--- config.mk ---
export PLATFORM = sky130hd
export DESIGN_NAME = desktop_bus_frame_decoder
export DESIGN_NICKNAME = d
export VERILOG_FILES = /design/src/rtl/dbfd_pkg.sv /design/src/rtl/desktop_bus_frame_decoder.sv /design/src/rtl/dbfd_decoder.sv /design/src/rtl/dbfd_event_queue.sv
export SDC_FILE = /design/constraint.sdc
export NUM_CORES = 1
export LEC_CHECK = 0
export BUFFER_PORTS_ARGS = -buffer_cell sky130_fd_sc_hd__buf_2
export CORE_MARGIN = 4
export CORE_UTILIZATION = 55
export CTS_CLUSTER_DIAMETER = 200
export CTS_CLUSTER_SIZE = 20
export DETAILED_ROUTE_END_ITERATION = 7
export PLACE_DENSITY = 0.75
export SETUP_SLACK_MARGIN = 0.1
export SYNTH_ARGS = -nofsm -noshare
export SYNTH_HDL_FRONTEND = slang
export SYNTH_HIERARCHICAL = 1
export SYNTH_SLANG_ARGS = --single-unit
--- constraint.sdc ---
create_clock -name clock -period 5.1 [get_ports clock]
set_clock_uncertainty 0.1 [all_clocks]
set_input_delay 0.765 -clock clock [delete_from_list [all_inputs] [get_ports clock]]
set_output_delay 0.765 -clock clock [all_outputs]
set_load 0.005 [all_outputs]
--- src/rtl/dbfd_pkg.sv ---
// ----------------------------------------------------------------------------
// dbfd_pkg
// Shared types, constants and helpers of the desktop bus frame decoder.
// ----------------------------------------------------------------------------
`default_nettype none

package dbfd_pkg;

   localparam int COUNT_WIDTH = 16;
   localparam int CFG_WIDTH   = 16;
   localparam int CSR_INDEX_WIDTH = 3;

   localparam int QUEUE_DEPTH = 4;
   localparam int QUEUE_PTR_WIDTH = $clog2(QUEUE_DEPTH);
   localparam int QUEUE_CNT_WIDTH = $clog2(QUEUE_DEPTH + 1);

   // Register indexes
   localparam logic [CSR_INDEX_WIDTH-1:0] CSR_RESET_MIN     = 3'd0;
   localparam logic [CSR_INDEX_WIDTH-1:0] CSR_ATTN_MIN      = 3'd1;
   localparam logic [CSR_INDEX_WIDTH-1:0] CSR_ATTN_MAX      = 3'd2;
   localparam logic [CSR_INDEX_WIDTH-1:0] CSR_BIT_THRESHOLD = 3'd3;
   localparam logic [CSR_INDEX_WIDTH-1:0] CSR_HIGH_TIMEOUT  = 3'd4;
   localparam logic [CSR_INDEX_WIDTH-1:0] CSR_LOW_TIMEOUT   = 3'd5;
   localparam logic [CSR_INDEX_WIDTH-1:0] CSR_RESP_WINDOW   = 3'd6;

   // Event kinds
   localparam logic [2:0] EV_RESET  = 3'd0;
   localparam logic [2:0] EV_CMD    = 3'd1;
   localparam logic [2:0] EV_DATA   = 3'd2;
   localparam logic [2:0] EV_NORESP = 3'd3;
   localparam logic [2:0] EV_FRAME  = 3'd4;

   // Command codes
   localparam logic [1:0] CMD_LISTEN = 2'd2;
   localparam logic [1:0] CMD_TALK   = 2'd3;

   typedef struct packed {
      logic [2:0]  kind;
      logic [7:0]  command;
      logic [15:0] data;
   } dbfd_event_type;

   typedef struct packed {
      logic [CFG_WIDTH-1:0] reset_min;
      logic [CFG_WIDTH-1:0] attn_min;
      logic [CFG_WIDTH-1:0] attn_max;
      logic [CFG_WIDTH-1:0] bit_threshold;
      logic [CFG_WIDTH-1:0] high_timeout;
      logic [CFG_WIDTH-1:0] low_timeout;
      logic [CFG_WIDTH-1:0] resp_window;
   } dbfd_cfg_type;

   function automatic logic [COUNT_WIDTH-1:0] count_up(input logic [COUNT_WIDTH-1:0] c);
      if (&c) begin
         return c;
      end
      return c + {{(COUNT_WIDTH-1){1'b0}}, 1'b1};
   endfunction

endpackage

`default_nettype wire

--- src/rtl/desktop_bus_frame_decoder.sv ---
// ----------------------------------------------------------------------------
// desktop_bus_frame_decoder
// Single-wire desktop bus receiver: decodes reset pulses, attention and
// command bytes, data frames, missing Talk responses and framing errors.
// ----------------------------------------------------------------------------
// One line sample is taken per clock while full is low, so the block keeps
// up with a continuous sample stream at one sample per cycle. The decoder
// state machine finishes each sample in the cycle it is transferred; each
// decoded event goes into a four-entry queue and appears on the rsp_ ports
// once it reaches the queue head. full rises only when that queue holds
// four events that the consumer has not popped.
// ----------------------------------------------------------------------------
`default_nettype none

module desktop_bus_frame_decoder
   import dbfd_pkg::*;
(
   input  wire logic                       clock,
   input  wire logic                       reset,
   input  wire logic                       csr_write_enable,
   input  wire logic [CSR_INDEX_WIDTH-1:0] csr_index,
   input  wire logic [CFG_WIDTH-1:0]       csr_write_data,
   input  wire logic                       push,
   output logic                            full,
   input  wire logic                       req_line_level,
   output logic                            empty,
   input  wire logic                       pop,
   output logic [2:0]                      rsp_event_kind,
   output logic [3:0]                      rsp_device_address,
   output logic [1:0]                      rsp_command_code,
   output logic [1:0]                      rsp_register_index,
   output logic [15:0]                     rsp_data_word
);

   logic           accept;
   logic           ev_valid;
   dbfd_event_type ev;

   assign accept = push & ~full;

   dbfd_decoder u_decoder (
      .clock            (clock),
      .reset            (reset),
      .csr_write_enable (csr_write_enable),
      .csr_index        (csr_index),
      .csr_write_data   (csr_write_data),
      .accept           (accept),
      .line_level       (req_line_level),
      .ev_valid         (ev_valid),
      .ev               (ev)
   );

   dbfd_event_queue u_queue (
      .clock          (clock),
      .reset          (reset),
      .wr_en          (ev_valid),
      .wr_event       (ev),
      .full           (full),
      .pop            (pop),
      .empty          (empty),
      .event_kind     (rsp_event_kind),
      .device_address (rsp_device_address),
      .command_code   (rsp_command_code),
      .register_index (rsp_register_index),
      .data_word      (rsp_data_word)
   );

endmodule

`default_nettype wire

--- src/rtl/dbfd_decoder.sv ---
// ----------------------------------------------------------------------------
// dbfd_decoder
// Front end: registers the settings, takes one line sample per transfer and
// runs the frame state machine, producing at most one event per sample.
// ----------------------------------------------------------------------------
`default_nettype none

module dbfd_decoder
   import dbfd_pkg::*;
(
   input  wire logic                       clock,
   input  wire logic                       reset,
   input  wire logic                       csr_write_enable,
   input  wire logic [CSR_INDEX_WIDTH-1:0] csr_index,
   input  wire logic [CFG_WIDTH-1:0]       csr_write_data,
   input  wire logic                       accept,
   input  wire logic                       line_level,
   output logic                            ev_valid,
   output dbfd_event_type                  ev
);

   localparam logic [3:0] PH_IDLE     = 4'd0;
   localparam logic [3:0] PH_ATTN     = 4'd1;
   localparam logic [3:0] PH_CMD_HI   = 4'd2;
   localparam logic [3:0] PH_CMD_LO   = 4'd3;
   localparam logic [3:0] PH_CSTOP_HI = 4'd4;
   localparam logic [3:0] PH_CSTOP_LO = 4'd5;
   localparam logic [3:0] PH_RESP     = 4'd6;
   localparam logic [3:0] PH_DATA_HI  = 4'd7;
   localparam logic [3:0] PH_DATA_LO  = 4'd8;
   localparam logic [3:0] PH_DSTOP_HI = 4'd9;
   localparam logic [3:0] PH_DSTOP_LO = 4'd10;

   localparam logic [COUNT_WIDTH-1:0] CNT_ZERO = '0;
   localparam logic [COUNT_WIDTH-1:0] CNT_ONE  = {{(COUNT_WIDTH-1){1'b0}}, 1'b1};

   dbfd_cfg_type cfg_ff;

   logic [3:0]             phase_ff, phase_in;
   logic [COUNT_WIDTH-1:0] count_ff, count_in, count_inc;
   logic [4:0]             bitpos_ff, bitpos_in, bitpos_inc;
   logic [15:0]            shift_ff, shift_in, shift_next;
   logic [7:0]             cmd_ff, cmd_in;
   logic                   prev_ff, prev_in;
   logic                   emit;
   logic [2:0]             emit_kind;
   logic [15:0]            emit_data;
   logic                   bit_one;
   logic [3:0]             after_cmd_phase;

   always_ff @(posedge clock) begin
      if (reset) begin
         cfg_ff.reset_min     <= 16'd3000;
         cfg_ff.attn_min      <= 16'd560;
         cfg_ff.attn_max      <= 16'd1040;
         cfg_ff.bit_threshold <= 16'd50;
         cfg_ff.high_timeout  <= 16'd200;
         cfg_ff.low_timeout   <= 16'd130;
         cfg_ff.resp_window   <= 16'd500;
      end else if (csr_write_enable) begin
         case (csr_index)
            CSR_RESET_MIN:     cfg_ff.reset_min     <= csr_write_data;
            CSR_ATTN_MIN:      cfg_ff.attn_min      <= csr_write_data;
            CSR_ATTN_MAX:      cfg_ff.attn_max      <= csr_write_data;
            CSR_BIT_THRESHOLD: cfg_ff.bit_threshold <= csr_write_data;
            CSR_HIGH_TIMEOUT:  cfg_ff.high_timeout  <= csr_write_data;
            CSR_LOW_TIMEOUT:   cfg_ff.low_timeout   <= csr_write_data;
            CSR_RESP_WINDOW:   cfg_ff.resp_window   <= csr_write_data;
            default: ;
         endcase
      end
   end

   assign count_inc  = count_up(count_ff);
   assign bitpos_inc = bitpos_ff + 5'd1;
   assign bit_one    = (count_ff < cfg_ff.bit_threshold);
   assign shift_next = {shift_ff[14:0], bit_one};
   assign after_cmd_phase = (cmd_ff[3:2] == CMD_LISTEN || cmd_ff[3:2] == CMD_TALK) ?
                            PH_RESP : PH_IDLE;

   always_comb begin
      phase_in  = phase_ff;
      count_in  = count_ff;
      bitpos_in = bitpos_ff;
      shift_in  = shift_ff;
      cmd_in    = cmd_ff;
      prev_in   = line_level;
      emit      = 1'b0;
      emit_kind = EV_RESET;
      emit_data = 16'd0;
      case (phase_ff)
         PH_ATTN: begin
            if (!line_level) begin
               count_in = count_inc;
               if (count_inc >= cfg_ff.reset_min) begin
                  emit      = 1'b1;
                  emit_kind = EV_RESET;
                  phase_in  = PH_IDLE;
               end
            end else if (count_ff >= cfg_ff.attn_min && count_ff <= cfg_ff.attn_max) begin
               phase_in  = PH_CMD_HI;
               count_in  = CNT_ZERO;
               bitpos_in = 5'd0;
               shift_in  = 16'd0;
            end else begin
               phase_in = PH_IDLE;
            end
         end
         PH_CMD_HI, PH_DATA_HI: begin
            if (line_level) begin
               count_in = count_inc;
               if (count_inc >= cfg_ff.high_timeout) begin
                  emit      = 1'b1;
                  emit_kind = EV_FRAME;
                  phase_in  = PH_IDLE;
               end
            end else begin
               phase_in = phase_ff + 4'd1;
               count_in = CNT_ONE;
            end
         end
         PH_CMD_LO, PH_DATA_LO: begin
            if (!line_level) begin
               count_in = count_inc;
               if (count_inc >= cfg_ff.low_timeout) begin
                  emit      = 1'b1;
                  emit_kind = EV_FRAME;
                  phase_in  = PH_IDLE;
               end
            end else begin
               count_in = CNT_ZERO;
               if (phase_ff == PH_CMD_LO) begin
                  shift_in  = shift_next;
                  bitpos_in = bitpos_inc;
                  if (bitpos_inc >= 5'd8) begin
                     cmd_in    = shift_next[7:0];
                     emit      = 1'b1;
                     emit_kind = EV_CMD;
                     phase_in  = PH_CSTOP_HI;
                  end else begin
                     phase_in = PH_CMD_HI;
                  end
               end else if (bitpos_ff == 5'd0) begin
                  if (!bit_one) begin
                     emit      = 1'b1;
                     emit_kind = EV_FRAME;
                     phase_in  = PH_IDLE;
                  end else begin
                     bitpos_in = 5'd1;
                     shift_in  = 16'd0;
                     phase_in  = PH_DATA_HI;
                  end
               end else begin
                  shift_in = shift_next;
                  if (bitpos_ff >= 5'd16) begin
                     emit      = 1'b1;
                     emit_kind = EV_DATA;
                     emit_data = shift_next;
                     phase_in  = PH_DSTOP_HI;
                  end else begin
                     bitpos_in = bitpos_inc;
                     phase_in  = PH_DATA_HI;
                  end
               end
            end
         end
         PH_CSTOP_HI, PH_DSTOP_HI: begin
            if (line_level) begin
               count_in = count_inc;
               if (count_inc >= cfg_ff.high_timeout) begin
                  if (phase_ff == PH_CSTOP_HI) begin
                     count_in = CNT_ZERO;
                     phase_in = after_cmd_phase;
                  end else begin
                     phase_in = PH_IDLE;
                  end
               end
            end else begin
               phase_in = phase_ff + 4'd1;
               count_in = CNT_ONE;
            end
         end
         PH_CSTOP_LO, PH_DSTOP_LO: begin
            if (!line_level) begin
               count_in = count_inc;
               if (count_inc >= cfg_ff.low_timeout) begin
                  phase_in = PH_IDLE;
               end
            end else if (phase_ff == PH_CSTOP_LO) begin
               count_in = CNT_ZERO;
               phase_in = after_cmd_phase;
            end else begin
               phase_in = PH_IDLE;
            end
         end
         PH_RESP: begin
            if (line_level) begin
               count_in = count_inc;
               if (count_inc >= cfg_ff.resp_window) begin
                  if (cmd_ff[3:2] == CMD_TALK) begin
                     emit      = 1'b1;
                     emit_kind = EV_NORESP;
                  end
                  phase_in = PH_IDLE;
               end
            end else begin
               phase_in  = PH_DATA_LO;
               count_in  = CNT_ONE;
               bitpos_in = 5'd0;
               shift_in  = 16'd0;
            end
         end
         default: begin
            phase_in = PH_IDLE;
            if (prev_ff && !line_level) begin
               count_in = CNT_ONE;
               if (CNT_ONE >= cfg_ff.reset_min) begin
                  emit      = 1'b1;
                  emit_kind = EV_RESET;
               end else begin
                  phase_in = PH_ATTN;
               end
            end
         end
      endcase
   end

   always_ff @(posedge clock) begin
      if (reset) begin
         phase_ff  <= PH_IDLE;
         count_ff  <= CNT_ZERO;
         bitpos_ff <= 5'd0;
         shift_ff  <= 16'd0;
         cmd_ff    <= 8'd0;
         prev_ff   <= 1'b1;
      end else if (accept) begin
         phase_ff  <= phase_in;
         count_ff  <= count_in;
         bitpos_ff <= bitpos_in;
         shift_ff  <= shift_in;
         cmd_ff    <= cmd_in;
         prev_ff   <= prev_in;
      end
   end

   assign ev_valid   = accept & emit;
   assign ev.kind    = emit_kind;
   assign ev.command = cmd_in;
   assign ev.data    = emit_data;

   assert property (@(posedge clock) disable iff (reset) ev_valid |-> accept)
      else $error("event without sample transfer");

   assert property (@(posedge clock) disable iff (reset)
      (ev_valid && ev.kind == EV_DATA) |-> (phase_ff == PH_DATA_LO && bitpos_ff >= 5'd16))
      else $error("data word event outside last data bit");

   assert property (@(posedge clock) disable iff (reset)
      (!reset && !accept) |=> ($stable(phase_ff) && $stable(count_ff)))
      else $error("decoder state moved without a transfer");

endmodule

`default_nettype wire

--- src/rtl/dbfd_event_queue.sv ---
// ----------------------------------------------------------------------------
// dbfd_event_queue
// Back end: short event queue that holds decoded events until the consumer
// pops them, and formats the head entry onto the result fields.
// ----------------------------------------------------------------------------
`default_nettype none

module dbfd_event_queue
   import dbfd_pkg::*;
(
   input  wire logic            clock,
   input  wire logic            reset,
   input  wire logic            wr_en,
   input  wire dbfd_event_type  wr_event,
   output logic                 full,
   input  wire logic            pop,
   output logic                 empty,
   output logic [2:0]           event_kind,
   output logic [3:0]           device_address,
   output logic [1:0]           command_code,
   output logic [1:0]           register_index,
   output logic [15:0]          data_word
);

   localparam logic [QUEUE_CNT_WIDTH-1:0] CNT_FULL  = QUEUE_CNT_WIDTH'(QUEUE_DEPTH);
   localparam logic [QUEUE_CNT_WIDTH-1:0] CNT_ONE   = QUEUE_CNT_WIDTH'(1);
   localparam logic [QUEUE_PTR_WIDTH-1:0] PTR_ONE   = QUEUE_PTR_WIDTH'(1);

   dbfd_event_type               slot_ff [QUEUE_DEPTH];
   logic [QUEUE_PTR_WIDTH-1:0]   wr_ptr_ff, rd_ptr_ff;
   logic [QUEUE_CNT_WIDTH-1:0]   count_ff, count_in;
   logic                         rd_en;
   dbfd_event_type               head;

   assign full  = (count_ff == CNT_FULL);
   assign empty = (count_ff == '0);
   assign rd_en = pop & ~empty;

   always_comb begin
      count_in = count_ff;
      if (wr_en && !rd_en) begin
         count_in = count_ff + CNT_ONE;
      end else if (rd_en && !wr_en) begin
         count_in = count_ff - CNT_ONE;
      end
   end

   always_ff @(posedge clock) begin
      if (wr_en) begin
         slot_ff[wr_ptr_ff] <= wr_event;
      end
   end

   always_ff @(posedge clock) begin
      if (reset) begin
         wr_ptr_ff <= '0;
         rd_ptr_ff <= '0;
         count_ff  <= '0;
      end else begin
         if (wr_en) begin
            wr_ptr_ff <= wr_ptr_ff + PTR_ONE;
         end
         if (rd_en) begin
            rd_ptr_ff <= rd_ptr_ff + PTR_ONE;
         end
         count_ff <= count_in;
      end
   end

   assign head           = slot_ff[rd_ptr_ff];
   assign event_kind     = head.kind;
   assign device_address = head.command[7:4];
   assign command_code   = head.command[3:2];
   assign register_index = head.command[1:0];
   assign data_word      = head.data;

   assert property (@(posedge clock) disable iff (reset) wr_en |-> !full)
      else $error("event transfer into a full queue");

   assert property (@(posedge clock) disable iff (reset)
      (wr_ptr_ff - rd_ptr_ff) == count_ff[QUEUE_PTR_WIDTH-1:0])
      else $error("queue pointers disagree with fill count");

   assert property (@(posedge clock) disable iff (reset) count_ff <= CNT_FULL)
      else $error("queue fill count out of range");

endmodule

`default_nettype wire

==> summary.txt, run 1 <==
Outcome
  – Run status: finished, final reports clean

Layout
  – Final core utilization: 61.7%
  – Area added between synthesis and finish: 9.40%
  – Antenna diode instance count: 0
  – NumNets Final: 1692
  – Fraction of final layout cells with drive strength greater than 1: 13.2%

STA
  – Highest achievable clock rate: 209 MHz
  – Slew Limit Headroom: 14.4%
  – Final number of max-transition violations: 0
  – Total negative slack: 0 ns
  – Transition time of the tightest slew-check pin: 1.28 ns
  – Post-route fraction of the period consumed by the critical path: 94.0%
  – Setup repair after global routing missed its margin: false
  – Final setup violation count: 0
  – Count of final hold-check violations: 0
  – Tmin final: 4.80 ns

Global route
  – First-pass GRT wire length: 54300 microns
  – Via count of the first global-routing pass: 10500
  – Initial antenna violation count: 0
  – Largest net degree at the start of global routing: 105
  – Global routing usage summed across all routing layers: 23.0%
  – Total global routing overflow: 0

Floorplan
  – Count of standard-cell rows: 58
  – Vert. Die Dim: 169 microns
  – Starting density of the core: 56.4%
  – Overall die area: 0.0287 sq mm
  – Die Span X: 169 microns
  – # IOs: 54
  – Placeable Area: 0.0254 sq mm

Routing
  – Average wire length per cell after detail routing: 17.7 microns
  – Routed via count: 10800
  – Drt first pass iters: 5
  – Number of violations reported at the end of detailed-routing iteration 0: 835
  – Total wire length: 33300 microns
  – Number of nets with antenna violations after routing: 0
  – Routed via count divided by cell count: 5.77
  – Remaining design rule violation count: 0

Logic synthesis
  – Most common library cells after synthesis: sky130_fd_sc_hd__nand2_1 (295), sky130_fd_sc_hd__a21oi_1 (188), sky130_fd_sc_hd__dfxtp_1 (170)
  – Most instantiated library cell after synthesis: sky130_fd_sc_hd__nand2_1
  – Portion of the post-synthesis area used by sequential elements: 46.4%
  – Biggest area consumer among synthesized cells: sky130_fd_sc_hd__dfxtp_1
  – Adder-cell share of the synthesized area: 10.9%
  – Flip-flop and latch count after synthesis: 278
  – Top post-synthesis cells by area: sky130_fd_sc_hd__dfxtp_1 (24%), sky130_fd_sc_hd__edfxtp_1 (23%), sky130_fd_sc_hd__ha_1 (11%)
  – Post-Synthesis Net Count: 1632
  – Portion of netlist area occupied by mux cells: 5.48%
  – Primary FF master, synth: sky130_fd_sc_hd__dfxtp_1
  – Syn Std Cell Area: 0.0143 sq mm
  – Fraction of the mapped netlist area in compound gates: 14.3%
  – Top-area cell type share of the netlist area: 23.8%
  – Warnings from Yosys: 6
  – Count of distinct cell types in the synthesized netlist: 80
  – Count of flip-flops with a built-in enable after synthesis: 108
  – Count of mapped cells out of synthesis: 1483
  – Dominant combinational cell family by area after synthesis: simple AND/OR/NAND/NOR gates
  – Post-Synth XOR/XNOR Area: 1.28%
  – Proportion of synthesized flip-flops having asynchronous set or reset: 0%
  – Simple logic cell fraction of the synthesized area: 16.1%
  – Syn Area/Cell: 9.66 sq um

Place
  – # port buffers: 53
  – Routability Congestion: 0.915
  – HPWL reported at the end of detailed placement: 23700 microns

Worst setup path
  – Type of the setup path with the least slack: flop to flop
  – Cell-by-cell listing of the critical path: nand4_4, nor4_4, and3_4, buf_4, xnor2_1, inv_1, buf_4, ha_1, nand2b_1, a211oi_1, o21ai_0, a221oi_1, o31a_1, o22ai_1, a211oi_2, nor2_2, ha_2, inv_1, fa_2, xor2_1, or3_1, a21oi_1
  – WP data required: 5.43 ns
  – Largest driver fanout on the critical path: 6
  – Data arrival at the endpoint of the critical path: 5.13 ns
  – Worst setup SP type: flop
  – CP peak stage delay: 0.39 ns
  – Worst-case reg-to-reg path depth: 22
  – Sort of element at the end of the critical path: flop
  – Critical path's slowest cell: sky130_fd_sc_hd__dfxtp_1

CTS
  – Root Buffer: sky130_fd_sc_hd__clkbuf_16
  – Htree depth: 1
  – Clock tree from TritonCTS: done
  – Register clock-pin slew on the reported worst setup and hold paths: 0.09 ns
  – Hold-fix buffers, CTS: 0
  – Maximum count of clock buffers along a single path: 3
  – TritonCTS Buffers: 17
  – Insertion delay to the later sink of the worst-skew pair: 0.51 ns
  – CTS Sinks: 278

Hold path
  – WHS Path Cells: 2
  – Hold crit path type: flop to flop

Job
  – Max capacitance violation total: 0

Power and ir drop
  – VDD IR max: 277 uV
  – Ratio of total power to cell area: 286 mW/mm^2
  – LEAKAGE: 6.06 nW
power by group:
| group | leakage (nW) | internal (W) | switching [W] |
|---|---|---|---|
| logic | 3.49 | 0.000353 | 0.000349 |
| registers | 2.34 | 0.00234 | 0.0000924 |
| clock network | 0.229 | 0.000638 | 0.000717 |
| total | 6.06 | 0.00333 | 0.00116 |
final timing paths:
check,slack [ns],end,from
setup / recovery,0.30,u_queue/count_ff[2]$_SDFFE_PP0P_,u_decoder/count_ff[9]$_SDFFE_PP0P_
hold / removal,0.36,u_decoder/cfg_ff[66]$_SDFFE_PP0P_,u_decoder/cfg_ff[66]$_SDFFE_PP0P_
setup reg to reg,0.30,u_queue/count_ff[2]$_SDFFE_PP0P_,u_decoder/count_ff[9]$_SDFFE_PP0P_
hold reg to reg,0.36,u_decoder/cfg_ff[66]$_SDFFE_PP0P_,u_decoder/cfg_ff[66]$_SDFFE_PP0P_
critical path, delay by kind of cell (launching register included):
family                     cells  cell delay [ns]
and+or+nand+nor                6             1.37
AOI/OAI and AO/OA              7             1.27
adders and majority gates      3             0.83
xor gates and xnor gates       2             0.32
DFF                            1             0.39
buffers and inverters          4             0.45
cell usage in the layout (no fill, tap or decap), types with 13 or more instances in the layout:
cell type and count:
sky130_fd_sc_hd__a211oi_1 15, sky130_fd_sc_hd__a21o_1 16, sky130_fd_sc_hd__a21oi_1 188, sky130_fd_sc_hd__and3_1 20, sky130_fd_sc_hd__buf_2 52, sky130_fd_sc_hd__buf_4 55
sky130_fd_sc_hd__clkbuf_16 17, sky130_fd_sc_hd__dfxtp_1 167, sky130_fd_sc_hd__edfxtp_1 108, sky130_fd_sc_hd__ha_1 121, sky130_fd_sc_hd__inv_1 127, sky130_fd_sc_hd__mux4_2 20
sky130_fd_sc_hd__nand2_1 294, sky130_fd_sc_hd__nand3_1 13, sky130_fd_sc_hd__nand4_1 17, sky130_fd_sc_hd__nor2_1 37, sky130_fd_sc_hd__o211ai_1 29, sky130_fd_sc_hd__o21ai_0 34
sky130_fd_sc_hd__or2_2 15
layout make-up:
class	instances	area (sq um)
Clock buffer	25	465
Clock inverter	1	8.76
Fill cell	2128	9720
Inverter	127	477
Multi-Input combinational cell	1012	6990
Sequential cell	278	6650
Tap cell	330	413
Timing Repair Buffer	107	673
registers in the layout, summed over array words and instances (netlist names), named ones only:
| name | count |
|---|---|
| u_decoder/cfg_ff | 112 |
| u_queue/slot_ff | 108 |
| u_decoder/count_ff | 16 |
| u_decoder/shift_ff | 15 |
| u_decoder/cmd_ff | 8 |
| u_decoder/bitpos_ff | 5 |
| u_decoder/phase_ff | 4 |
| u_queue/count_ff | 3 |
| u_queue/rd_ptr_ff | 2 |
| u_queue/wr_ptr_ff | 2 |
| u_decoder/prev_ff | 1 |
logic make-up (layout without fill, tap and decap cells):
group | count (synthesis) | count (layout)
fa+ha+maj | 124 | 124
simple gates | 489 | 489
compound gates | 337 | 337
buf+inv | 193 | 260
xor+xnor | 21 | 21
mux | 41 | 41
flops | 278 | 278
routing by layer:
layer,vias up,part of all wire (%),track usage [%]
met3,67,5.5,2.75
met1,5102,43,30.4
met2,338,48,40.0
li1,5341,-,-
met4,0,3.1,6.86
met5,-,0,0
stage by stage:
stage / setup slack, ns / cell area, sq um / cells / hold WS [ns] / power (W)
final: 0.304 / 15700 / 1880 / 0.358 / 0.00449
after detailed placement: 0.0780 / 15100 / 1852 / 0.347 / 0.00319
after global placement: 0.182 / 15100 / 1852 / 0.335 / 0.00318
after global routing: 0.0628 / 15700 / 1880 / 0.379 / 0.00469
after floorplan: 0.180 / 14300 / 1483 / 0.328 / 0.00298
after CTS: 0.108 / 15600 / 1878 / 0.359 / 0.00453
what timing repair did:
item,4_1_cts,5_1_grt
resized for setup,3,17
pin swaps,1,8
buffers inserted,0,2
setup endpoints to repair,1,111
No activity file was read; power rests on OpenSTA's default activity.
==> run 2, diff against run 1 <==
--- a/config.mk
+++ b/config.mk
@@ -11,7 +11,9 @@
 export CTS_CLUSTER_DIAMETER = 200
 export CTS_CLUSTER_SIZE = 20
 export DETAILED_ROUTE_END_ITERATION = 7
-export PLACE_DENSITY = 0.75
+export MAX_ROUTING_LAYER = met4
+export PLACE_DENSITY = 0.77
+export RECOVER_POWER = 50
 export SETUP_SLACK_MARGIN = 0.1
 export SYNTH_ARGS = -nofsm -noshare
 export SYNTH_HDL_FRONTEND = slang
==> run 2 against run 1 <==
  * The flow now finishes with violations (max-capacitance violations, max-slew violations)
  * Sequential share of layout area fell by 0.17 points
  * Sequential power is essentially flat
  * Count of clock-buffer cells in the layout unchanged
  * Combinational power rose by 1%
  * Highest routed layer unchanged
  * First-iteration DRC count is 8.3% higher
  * Total power up 0.17%
  * Critical path depth grew 1
  * Design area grew 0.40%
  * Routed wire length up 2.7%
  * Cell count is 0.32% higher
  * Utilization rose by 0.25 points
  * Register-to-register slack got worse by 0.14 ns
  * Critical endpoint unchanged
  * Largest power group unchanged
==> summary.txt, run 2 (synthesis gave the netlist of run 1 again) <==
Layout
  – Leading cell types in the layout, fill and taps excluded: sky130_fd_sc_hd__nand2_1 (294), sky130_fd_sc_hd__a21oi_1 (187), sky130_fd_sc_hd__dfxtp_1 (167)
  – Most flop-heavy register: u_decoder/cfg_ff
  – Final instance area: 0.0157 sq mm (+0.40%)
  – Registers with the highest flip-flop counts: u_decoder/cfg_ff x112, u_queue/slot_ff x108, u_decoder/count_ff x16
  – Multi-input gate area: 0.00698 sq mm (-0.13%)
  – Fraction of final layout cells with drive strength greater than 1: 12.8% (-0.44 points)
  – Area added between synthesis and finish: 9.83%
  – Max FFs per register: 112 (unchanged)
  – Fill cells: 2086 (-2.0%)
  – Final cell count without fillers: 1886 (+0.32%)
  – Antenna diode instance count: 0 (unchanged)
  – NumNets Final: 1698 (+0.35%)
  – Leading cell type in the layout, fill and taps excluded: sky130_fd_sc_hd__nand2_1
  – Register cell area after layout: 0.00665 sq mm (unchanged)

CTS
  – CTS Sinks: 278 (unchanged)
  – Clock tree from TritonCTS: done
  – Root Buffer: sky130_fd_sc_hd__clkbuf_16
  – Register clock-pin slew on the reported worst setup and hold paths: 0.08 ns (about the same)
  – TritonCTS Buffers: 17 (unchanged)
  – Hold-fix buffers, CTS: 0 (unchanged)
  – Insertion delay to the later sink of the worst-skew pair: 0.50 ns (about the same)
  – Maximum count of clock buffers along a single path: 3 (unchanged)
  – Htree depth: 1 (unchanged)

Global route
  – Largest net degree at the start of global routing: 58 (-45%)
  – Via count of the first global-routing pass: 10600 (+0.93%)
  – First-pass GRT wire length: 54900 microns (+1.2%)
  – Total global routing overflow: 0 (unchanged)
  – Global routing usage summed across all routing layers: 24.0% (+1.0 points)
  – Initial antenna violation count: 0 (unchanged)

Floorplan
  – # IOs: 54 (unchanged)
  – Overall die area: 0.0287 sq mm (unchanged)
  – Starting density of the core: 56.4% (unchanged)
  – Placeable Area: 0.0254 sq mm (unchanged)
  – Die Span X: 169 microns (unchanged)
  – Count of standard-cell rows: 58 (unchanged)
  – Vert. Die Dim: 169 microns (unchanged)

Routing
  – Routed via count divided by cell count: 5.87 (+1.7%)
  – Remaining design rule violation count: 0 (unchanged)
  – Average wire length per cell after detail routing: 18.1 microns (+2.3%)
  – Drt first pass iters: 7 (+2)
  – Number of violations reported at the end of detailed-routing iteration 0: 904 (+8.3%)
  – Routed via count: 11100 (+2.0%)
  – Total wire length: 34200 microns (+2.7%)
  – Number of nets with antenna violations after routing: 0 (unchanged)

STA
  – Count of final hold-check violations: 0 (unchanged)
  – Slew Limit Headroom: -78.1% (-92 points)
  – Total negative slack: 0 ns (unchanged)
  – Post-route fraction of the period consumed by the critical path: 96.7% (+2.7 points)
  – Final number of max-transition violations: 108 (+108)
  – Transition time of the tightest slew-check pin: 2.67 ns (+1.39 ns)
  – Final setup violation count: 0 (unchanged)
  – Highest achievable clock rate: 203 MHz (-2.8%)
  – Tmin final: 4.93 ns (+0.137 ns)
  – Worst hold margin: 0.355 ns (-0.00292 ns)

Outcome
  – Violations in the final reports: max-capacitance violations, max-slew violations
  – Run status: complete, but fails checks

Power and ir drop
  – VDD IR max: 243 uV (-12%)
  – Ratio of total power to cell area: 286 mW/mm^2 (-0.23%)
  – LEAKAGE: 6.07 nW (+0.25%)
  – Final total power: 0.00450 W (+0.17%)

Job
  – Max capacitance violation total: 3 (+3)

Place
  – # port buffers: 53 (unchanged)
  – Placed cell areas: 0.0151 sq mm (+0.25%)
  – Cell total after placement: 1852 (unchanged)
  – HPWL reported at the end of detailed placement: 24000 microns (+1.3%)
  – Routability Congestion: 0.936 (+2.3%)

Worst setup path
  – Type of the setup path with the least slack: flop to flop
  – Data arrival at the endpoint of the critical path: 5.27 ns (+0.14 ns)
  – Worst setup SP type: flop
  – WP data required: 5.44 ns (about the same)
  – Largest driver fanout on the critical path: 6 (unchanged)
  – Sort of element at the end of the critical path: flop

Hold path
  – Hold crit path type: flop to flop
run 2: changes by cell type in the layout (fill, tap and decap cells not counted), sizes merged:
cell	delta
buf	+1
clkbuf	+5
run 2: worst paths after layout:
kind,start,endpoint,slack [ns],cells after the start
setup / recovery,u_decoder/count_ff[0]$_SDFFE_PP0P_,u_queue/count_ff[2]$_SDFFE_PP0P_,0.17,23
setup reg to reg,u_decoder/count_ff[0]$_SDFFE_PP0P_,u_queue/count_ff[2]$_SDFFE_PP0P_,0.17,23
hold / removal,u_decoder/shift_ff[14]$_SDFFE_PP0P_,u_decoder/shift_ff[14]$_SDFFE_PP0P_,0.36,2
hold reg to reg,u_decoder/shift_ff[14]$_SDFFE_PP0P_,u_decoder/shift_ff[14]$_SDFFE_PP0P_,0.36,2
run 2: layer usage:
| layer | wire length (microns) | GRT usage (%) | vias up |
|---|---|---|---|
| met5 | 0 | - | - |
| met4 | 1230 | 7.88 | 0 |
| met3 | 1700 | 2.45 | 80 |
| met2 | 16900 | 40.6 | 312 |
| met1 | 14400 | 30.5 | 5325 |
| li1 | - | - | 5346 |
run 2: report_power, final:
part	internal [W]	switching (W)	total (W)	leakage, nW
sequential	0.00234	0.0000938	0.00244	2.34
clock	0.000637	0.000713	0.00135	0.229
combinational	0.000355	0.000356	0.000711	3.50
total	0.00333	0.00116	0.00450	6.07
run 2: cell type report:
cell class                      count  area share, %
Clock buffer                       25           2.96
Clock inverter                      1         0.0557
Inverter                          127           3.03
Multi-Input combinational cell   1012           44.3
Sequential cell                   278           42.3
Tap cell                          330           2.62
Timing Repair Buffer              113           4.73
run 2: repair_timing:
action / in CTS / in global routing
gates cloned: 0 / 0
endpoints found under the setup margin: 2 / 29
setup buffers: 1 / 7
pin swaps: 2 / 12
resized for setup: 5 / 15
run 2: per-stage QoR:
stage	setup WS, ns	utilization, %
2_1_floorplan	0.180	-
3_3_place_gp	0.118	59.6
3_5_place_dp	-0.0288	59.6
4_1_cts	0.109	61.6
5_1_grt	-0.0719	62.0
6_report	0.167	62.0
run 2: critical path: stages (launching register included):
cell                       delay, ns
sky130_fd_sc_hd__dfxtp_2        0.34
sky130_fd_sc_hd__ha_2           0.18
sky130_fd_sc_hd__nand2_2        0.07
sky130_fd_sc_hd__nor4_4         0.28
sky130_fd_sc_hd__and3_4         0.28
sky130_fd_sc_hd__nor3_2         0.05
sky130_fd_sc_hd__buf_4          0.15
sky130_fd_sc_hd__nand4_1        0.18
sky130_fd_sc_hd__xnor2_2        0.12
sky130_fd_sc_hd__ha_1           0.32
sky130_fd_sc_hd__nand4_1        0.18
sky130_fd_sc_hd__o21bai_1       0.25
sky130_fd_sc_hd__a211o_1        0.18
sky130_fd_sc_hd__a21oi_1        0.06
sky130_fd_sc_hd__or4_4          0.44
sky130_fd_sc_hd__a22oi_2        0.13
sky130_fd_sc_hd__a211oi_1       0.07
sky130_fd_sc_hd__nor2_2         0.27
sky130_fd_sc_hd__ha_2           0.22
sky130_fd_sc_hd__inv_1          0.06
sky130_fd_sc_hd__fa_2           0.33
sky130_fd_sc_hd__xor2_1         0.18
sky130_fd_sc_hd__or3_1          0.33
sky130_fd_sc_hd__a21oi_2        0.12
==> run 3, diff against run 2 <==
--- a/config.mk
+++ b/config.mk
@@ -12,7 +12,7 @@
 export CTS_CLUSTER_SIZE = 20
 export DETAILED_ROUTE_END_ITERATION = 7
 export MAX_ROUTING_LAYER = met4
-export PLACE_DENSITY = 0.77
+export PLACE_DENSITY = 0.74
 export RECOVER_POWER = 50
 export SETUP_SLACK_MARGIN = 0.1
 export SYNTH_ARGS = -nofsm -noshare
==> constraint.sdc (replaced) <==
create_clock -name clock -period 6.15 [get_ports clock]
set_clock_uncertainty 0.1 [all_clocks]
set_input_delay 0.9225 -clock clock [delete_from_list [all_inputs] [get_ports clock]]
set_output_delay 0.9225 -clock clock [all_outputs]
set_load 0.005 [all_outputs]
==> run 3 against run 2 <==
  * The flow still finishes with violations (max-capacitance violations, max-slew violations)
  * Routed wire length grew 0.16%
  * Combinational power decreased by 19%
  * Utilization fell by 1.6 points
  * Count of clock-buffer cells in the layout is 2 higher
  * Critical endpoint unchanged
  * Largest cell class unchanged
==> summary.txt, run 3 (synthesis gave the netlist of run 1 again) <==
Power and ir drop
  – Switching fraction of total power: 26.0% (+0.14 points)
  – VDD IR max: 288 uV (+19%)
  – Portion of total power attributed to combinational logic: 15.5% (-0.3 points)
  – P_int: 0.00276 W (-17%)
  – Switching component of the power: 0.000969 W (-17%)
  – Ratio of total power to cell area: 243 mW/mm^2 (-15%)
  – Sequential fraction of design power: 54.3% (about the same)
  – LEAKAGE: 5.85 nW (-3.6%)
  – Clock network fraction of design power: 30.1% (about the same)
  – Final total power: 0.00373 W (-17%)

Outcome
  – Run status: complete, but fails checks
  – Violations in the final reports: max-capacitance violations, max-slew violations

Layout
  – Multi-input gate area: 0.00692 sq mm (-0.91%)
  – Antenna diode instance count: 0 (unchanged)
  – Fill cells: 2155 (+3.3%)
  – Leading cell type in the layout, fill and taps excluded: sky130_fd_sc_hd__nand2_1
  – NumNets Final: 1658 (-2.4%)
  – Leading cell types in the layout, fill and taps excluded: sky130_fd_sc_hd__nand2_1 (295), sky130_fd_sc_hd__a21oi_1 (188), sky130_fd_sc_hd__dfxtp_1 (168)
  – Fraction of final layout cells with drive strength greater than 1: 9.69% (-3.1 points)
  – Register cell area after layout: 0.00665 sq mm (about the same)
  – Final core utilization: 60.4% (-1.6 points)
  – Most flop-heavy register: u_decoder/cfg_ff
  – Area added between synthesis and finish: 7.02%
  – Max FFs per register: 112 (unchanged)
  – Registers with the highest flip-flop counts: u_decoder/cfg_ff x112, u_queue/slot_ff x108, u_decoder/count_ff x16

Worst setup path
  – Largest driver fanout on the critical path: 9 (+3)
  – WP data required: 6.43 ns (+0.99 ns)
  – Sort of element at the end of the critical path: flop
  – CP peak stage delay: 0.50 ns (+0.06 ns)
  – Cell-by-cell listing of the critical path: ha_1, nand2_1, nor4_4, and3_2, nand2b_4, or3_1, xnor2_1, ha_1, nand4_1, a2111oi_2, a21oi_1, or4_1, a22oi_1, a211oi_1, nor2_1, ha_1, inv_1, fa_1, xor2_1, or3_1, a21oi_1
  – Worst setup SP type: flop
  – Data arrival at the endpoint of the critical path: 5.93 ns (+0.66 ns)
  – Type of the setup path with the least slack: flop to flop
  – Critical path's slowest cell: sky130_fd_sc_hd__or4_1
  – Cell occurring most often along the worst timing path: sky130_fd_sc_hd__ha_1

CTS
  – Register clock-pin slew on the reported worst setup and hold paths: 0.09 ns (about the same)
  – Maximum count of clock buffers along a single path: 3 (unchanged)
  – Clock tree from TritonCTS: done
  – Buffer count from post-CTS setup fixing: 0 (-1)
  – CTS Sinks: 278 (unchanged)
  – Htree depth: 1 (unchanged)
  – Root Buffer: sky130_fd_sc_hd__clkbuf_16
  – Insertion delay to the later sink of the worst-skew pair: 0.51 ns (about the same)
  – TritonCTS Buffers: 17 (unchanged)

STA
  – Highest achievable clock rate: 177 MHz (-13%)
  – Setup repair after global routing missed its margin: false
  – Final setup violation count: 0 (unchanged)
  – Tmin final: 5.65 ns (+0.719 ns)
  – Total negative slack: 0 ns (unchanged)
  – Slew Limit Headroom: -132% (-54 points)
  – Count of final hold-check violations: 0 (unchanged)
  – Post-route fraction of the period consumed by the critical path: 91.9% (-4.8 points)
  – Transition time of the tightest slew-check pin: 3.48 ns (+0.806 ns)
  – Final number of max-transition violations: 79 (-27%)

Floorplan
  – Count of standard-cell rows: 58 (unchanged)
  – Vert. Die Dim: 169 microns (unchanged)
  – Starting density of the core: 56.4% (unchanged)
  – # IOs: 54 (unchanged)
  – Placeable Area: 0.0254 sq mm (unchanged)
  – Overall die area: 0.0287 sq mm (unchanged)
  – Die Span X: 169 microns (unchanged)

Global route
  – Global routing usage summed across all routing layers: 24.4% (+0.35 points)
  – Initial antenna violation count: 0 (unchanged)
  – Via count of the first global-routing pass: 10400 (-2.5%)
  – Total global routing overflow: 0 (unchanged)
  – Largest net degree at the start of global routing: 79 (+36%)
  – First-pass GRT wire length: 55000 microns (+0.24%)

Routing
  – Total wire length: 34300 microns (+0.16%)
  – Remaining design rule violation count: 0 (unchanged)
  – Routed via count: 10700 (-3.4%)
  – Routed via count divided by cell count: 5.79 (-1.4%)
  – Drt first pass iters: 6 (-1)
  – Average wire length per cell after detail routing: 18.6 microns (+2.3%)
  – Number of violations reported at the end of detailed-routing iteration 0: 938 (+3.8%)
  – Number of nets with antenna violations after routing: 0 (unchanged)

Job
  – Max capacitance violation total: 1 (-2)

Hold path
  – Hold crit path type: flop to flop

Place
  – Routability Congestion: 0.955 (+2.0%)
  – # port buffers: 53 (unchanged)
  – HPWL reported at the end of detailed placement: 24100 microns (+0.33%)
run 3: cell type report:
class | count | area share, %
tap | 330 | 2.69
sequential | 278 | 43.4
clock buffer | 27 | 3.08
multi-input combinational | 1012 | 45.1
timing repair buffer | 73 | 2.66
inverter | 127 | 3.11
run 3: through the flow:
step	hold slack (ns)	instances	setup slack [ns]	area, sq um
2_1_floorplan	0.328	1483	1.14	14300
3_3_place_gp	0.336	1820	0.617	14800
3_5_place_dp	0.340	1820	0.351	14800
4_1_cts	0.353	1847	0.302	15300
5_1_grt	0.374	1847	0.121	15300
6_report	0.349	1847	0.499	15300
run 3: what timing repair did:
item | in CTS | in global routing
endpoints found under the hold margin | 0 | 0
endpoints found under the setup margin | 0 | 2
gates resized for setup | 0 | 5
hold buffers | 0 | 0
run 3: layer usage:
layer | global-route usage, % | routed length, microns
met3 | 2.96 | 1960
met1 | 32.1 | 14900
met4 | 5.81 | 796
met2 | 40.7 | 16600
met5 | - | 0
run 3: worst max-delay path: cells and delay by family, from the launching register on:
kind	cells	cell delay, ns
and+or+nand+nor	9	2.28
adders and majority gates	4	1.13
AOI/OAI and AO/OA	5	0.88
xor gates and xnor gates	2	0.66
DFF	1	0.40
buffers and inverters	1	0.06
run 3: worst paths after layout:
| kind | from | end | slack (ns) | cells after the start |
|---|---|---|---|---|
| min | u_decoder/shift_ff[14]$_SDFFE_PP0P_ | u_decoder/shift_ff[14]$_SDFFE_PP0P_ | 0.35 | 2 |
| min reg2reg | u_decoder/shift_ff[14]$_SDFFE_PP0P_ | u_decoder/shift_ff[14]$_SDFFE_PP0P_ | 0.35 | 2 |
| max | u_decoder/count_ff[0]$_SDFFE_PP0P_ | u_queue/count_ff[2]$_SDFFE_PP0P_ | 0.50 | 21 |
| max reg2reg | u_decoder/count_ff[0]$_SDFFE_PP0P_ | u_queue/count_ff[2]$_SDFFE_PP0P_ | 0.50 | 21 |
run 3: power by group through the flow:
stage	sequential [W]	clock (W)	combinational [W]
finish	0.00202	0.00112	0.000579
floorplan	0.00201	0	0.000465
global route	0.00204	0.00123	0.000637
global placement	0.00207	0	0.000574
CTS	0.00203	0.00115	0.000585
detailed placement	0.00207	0	0.000583
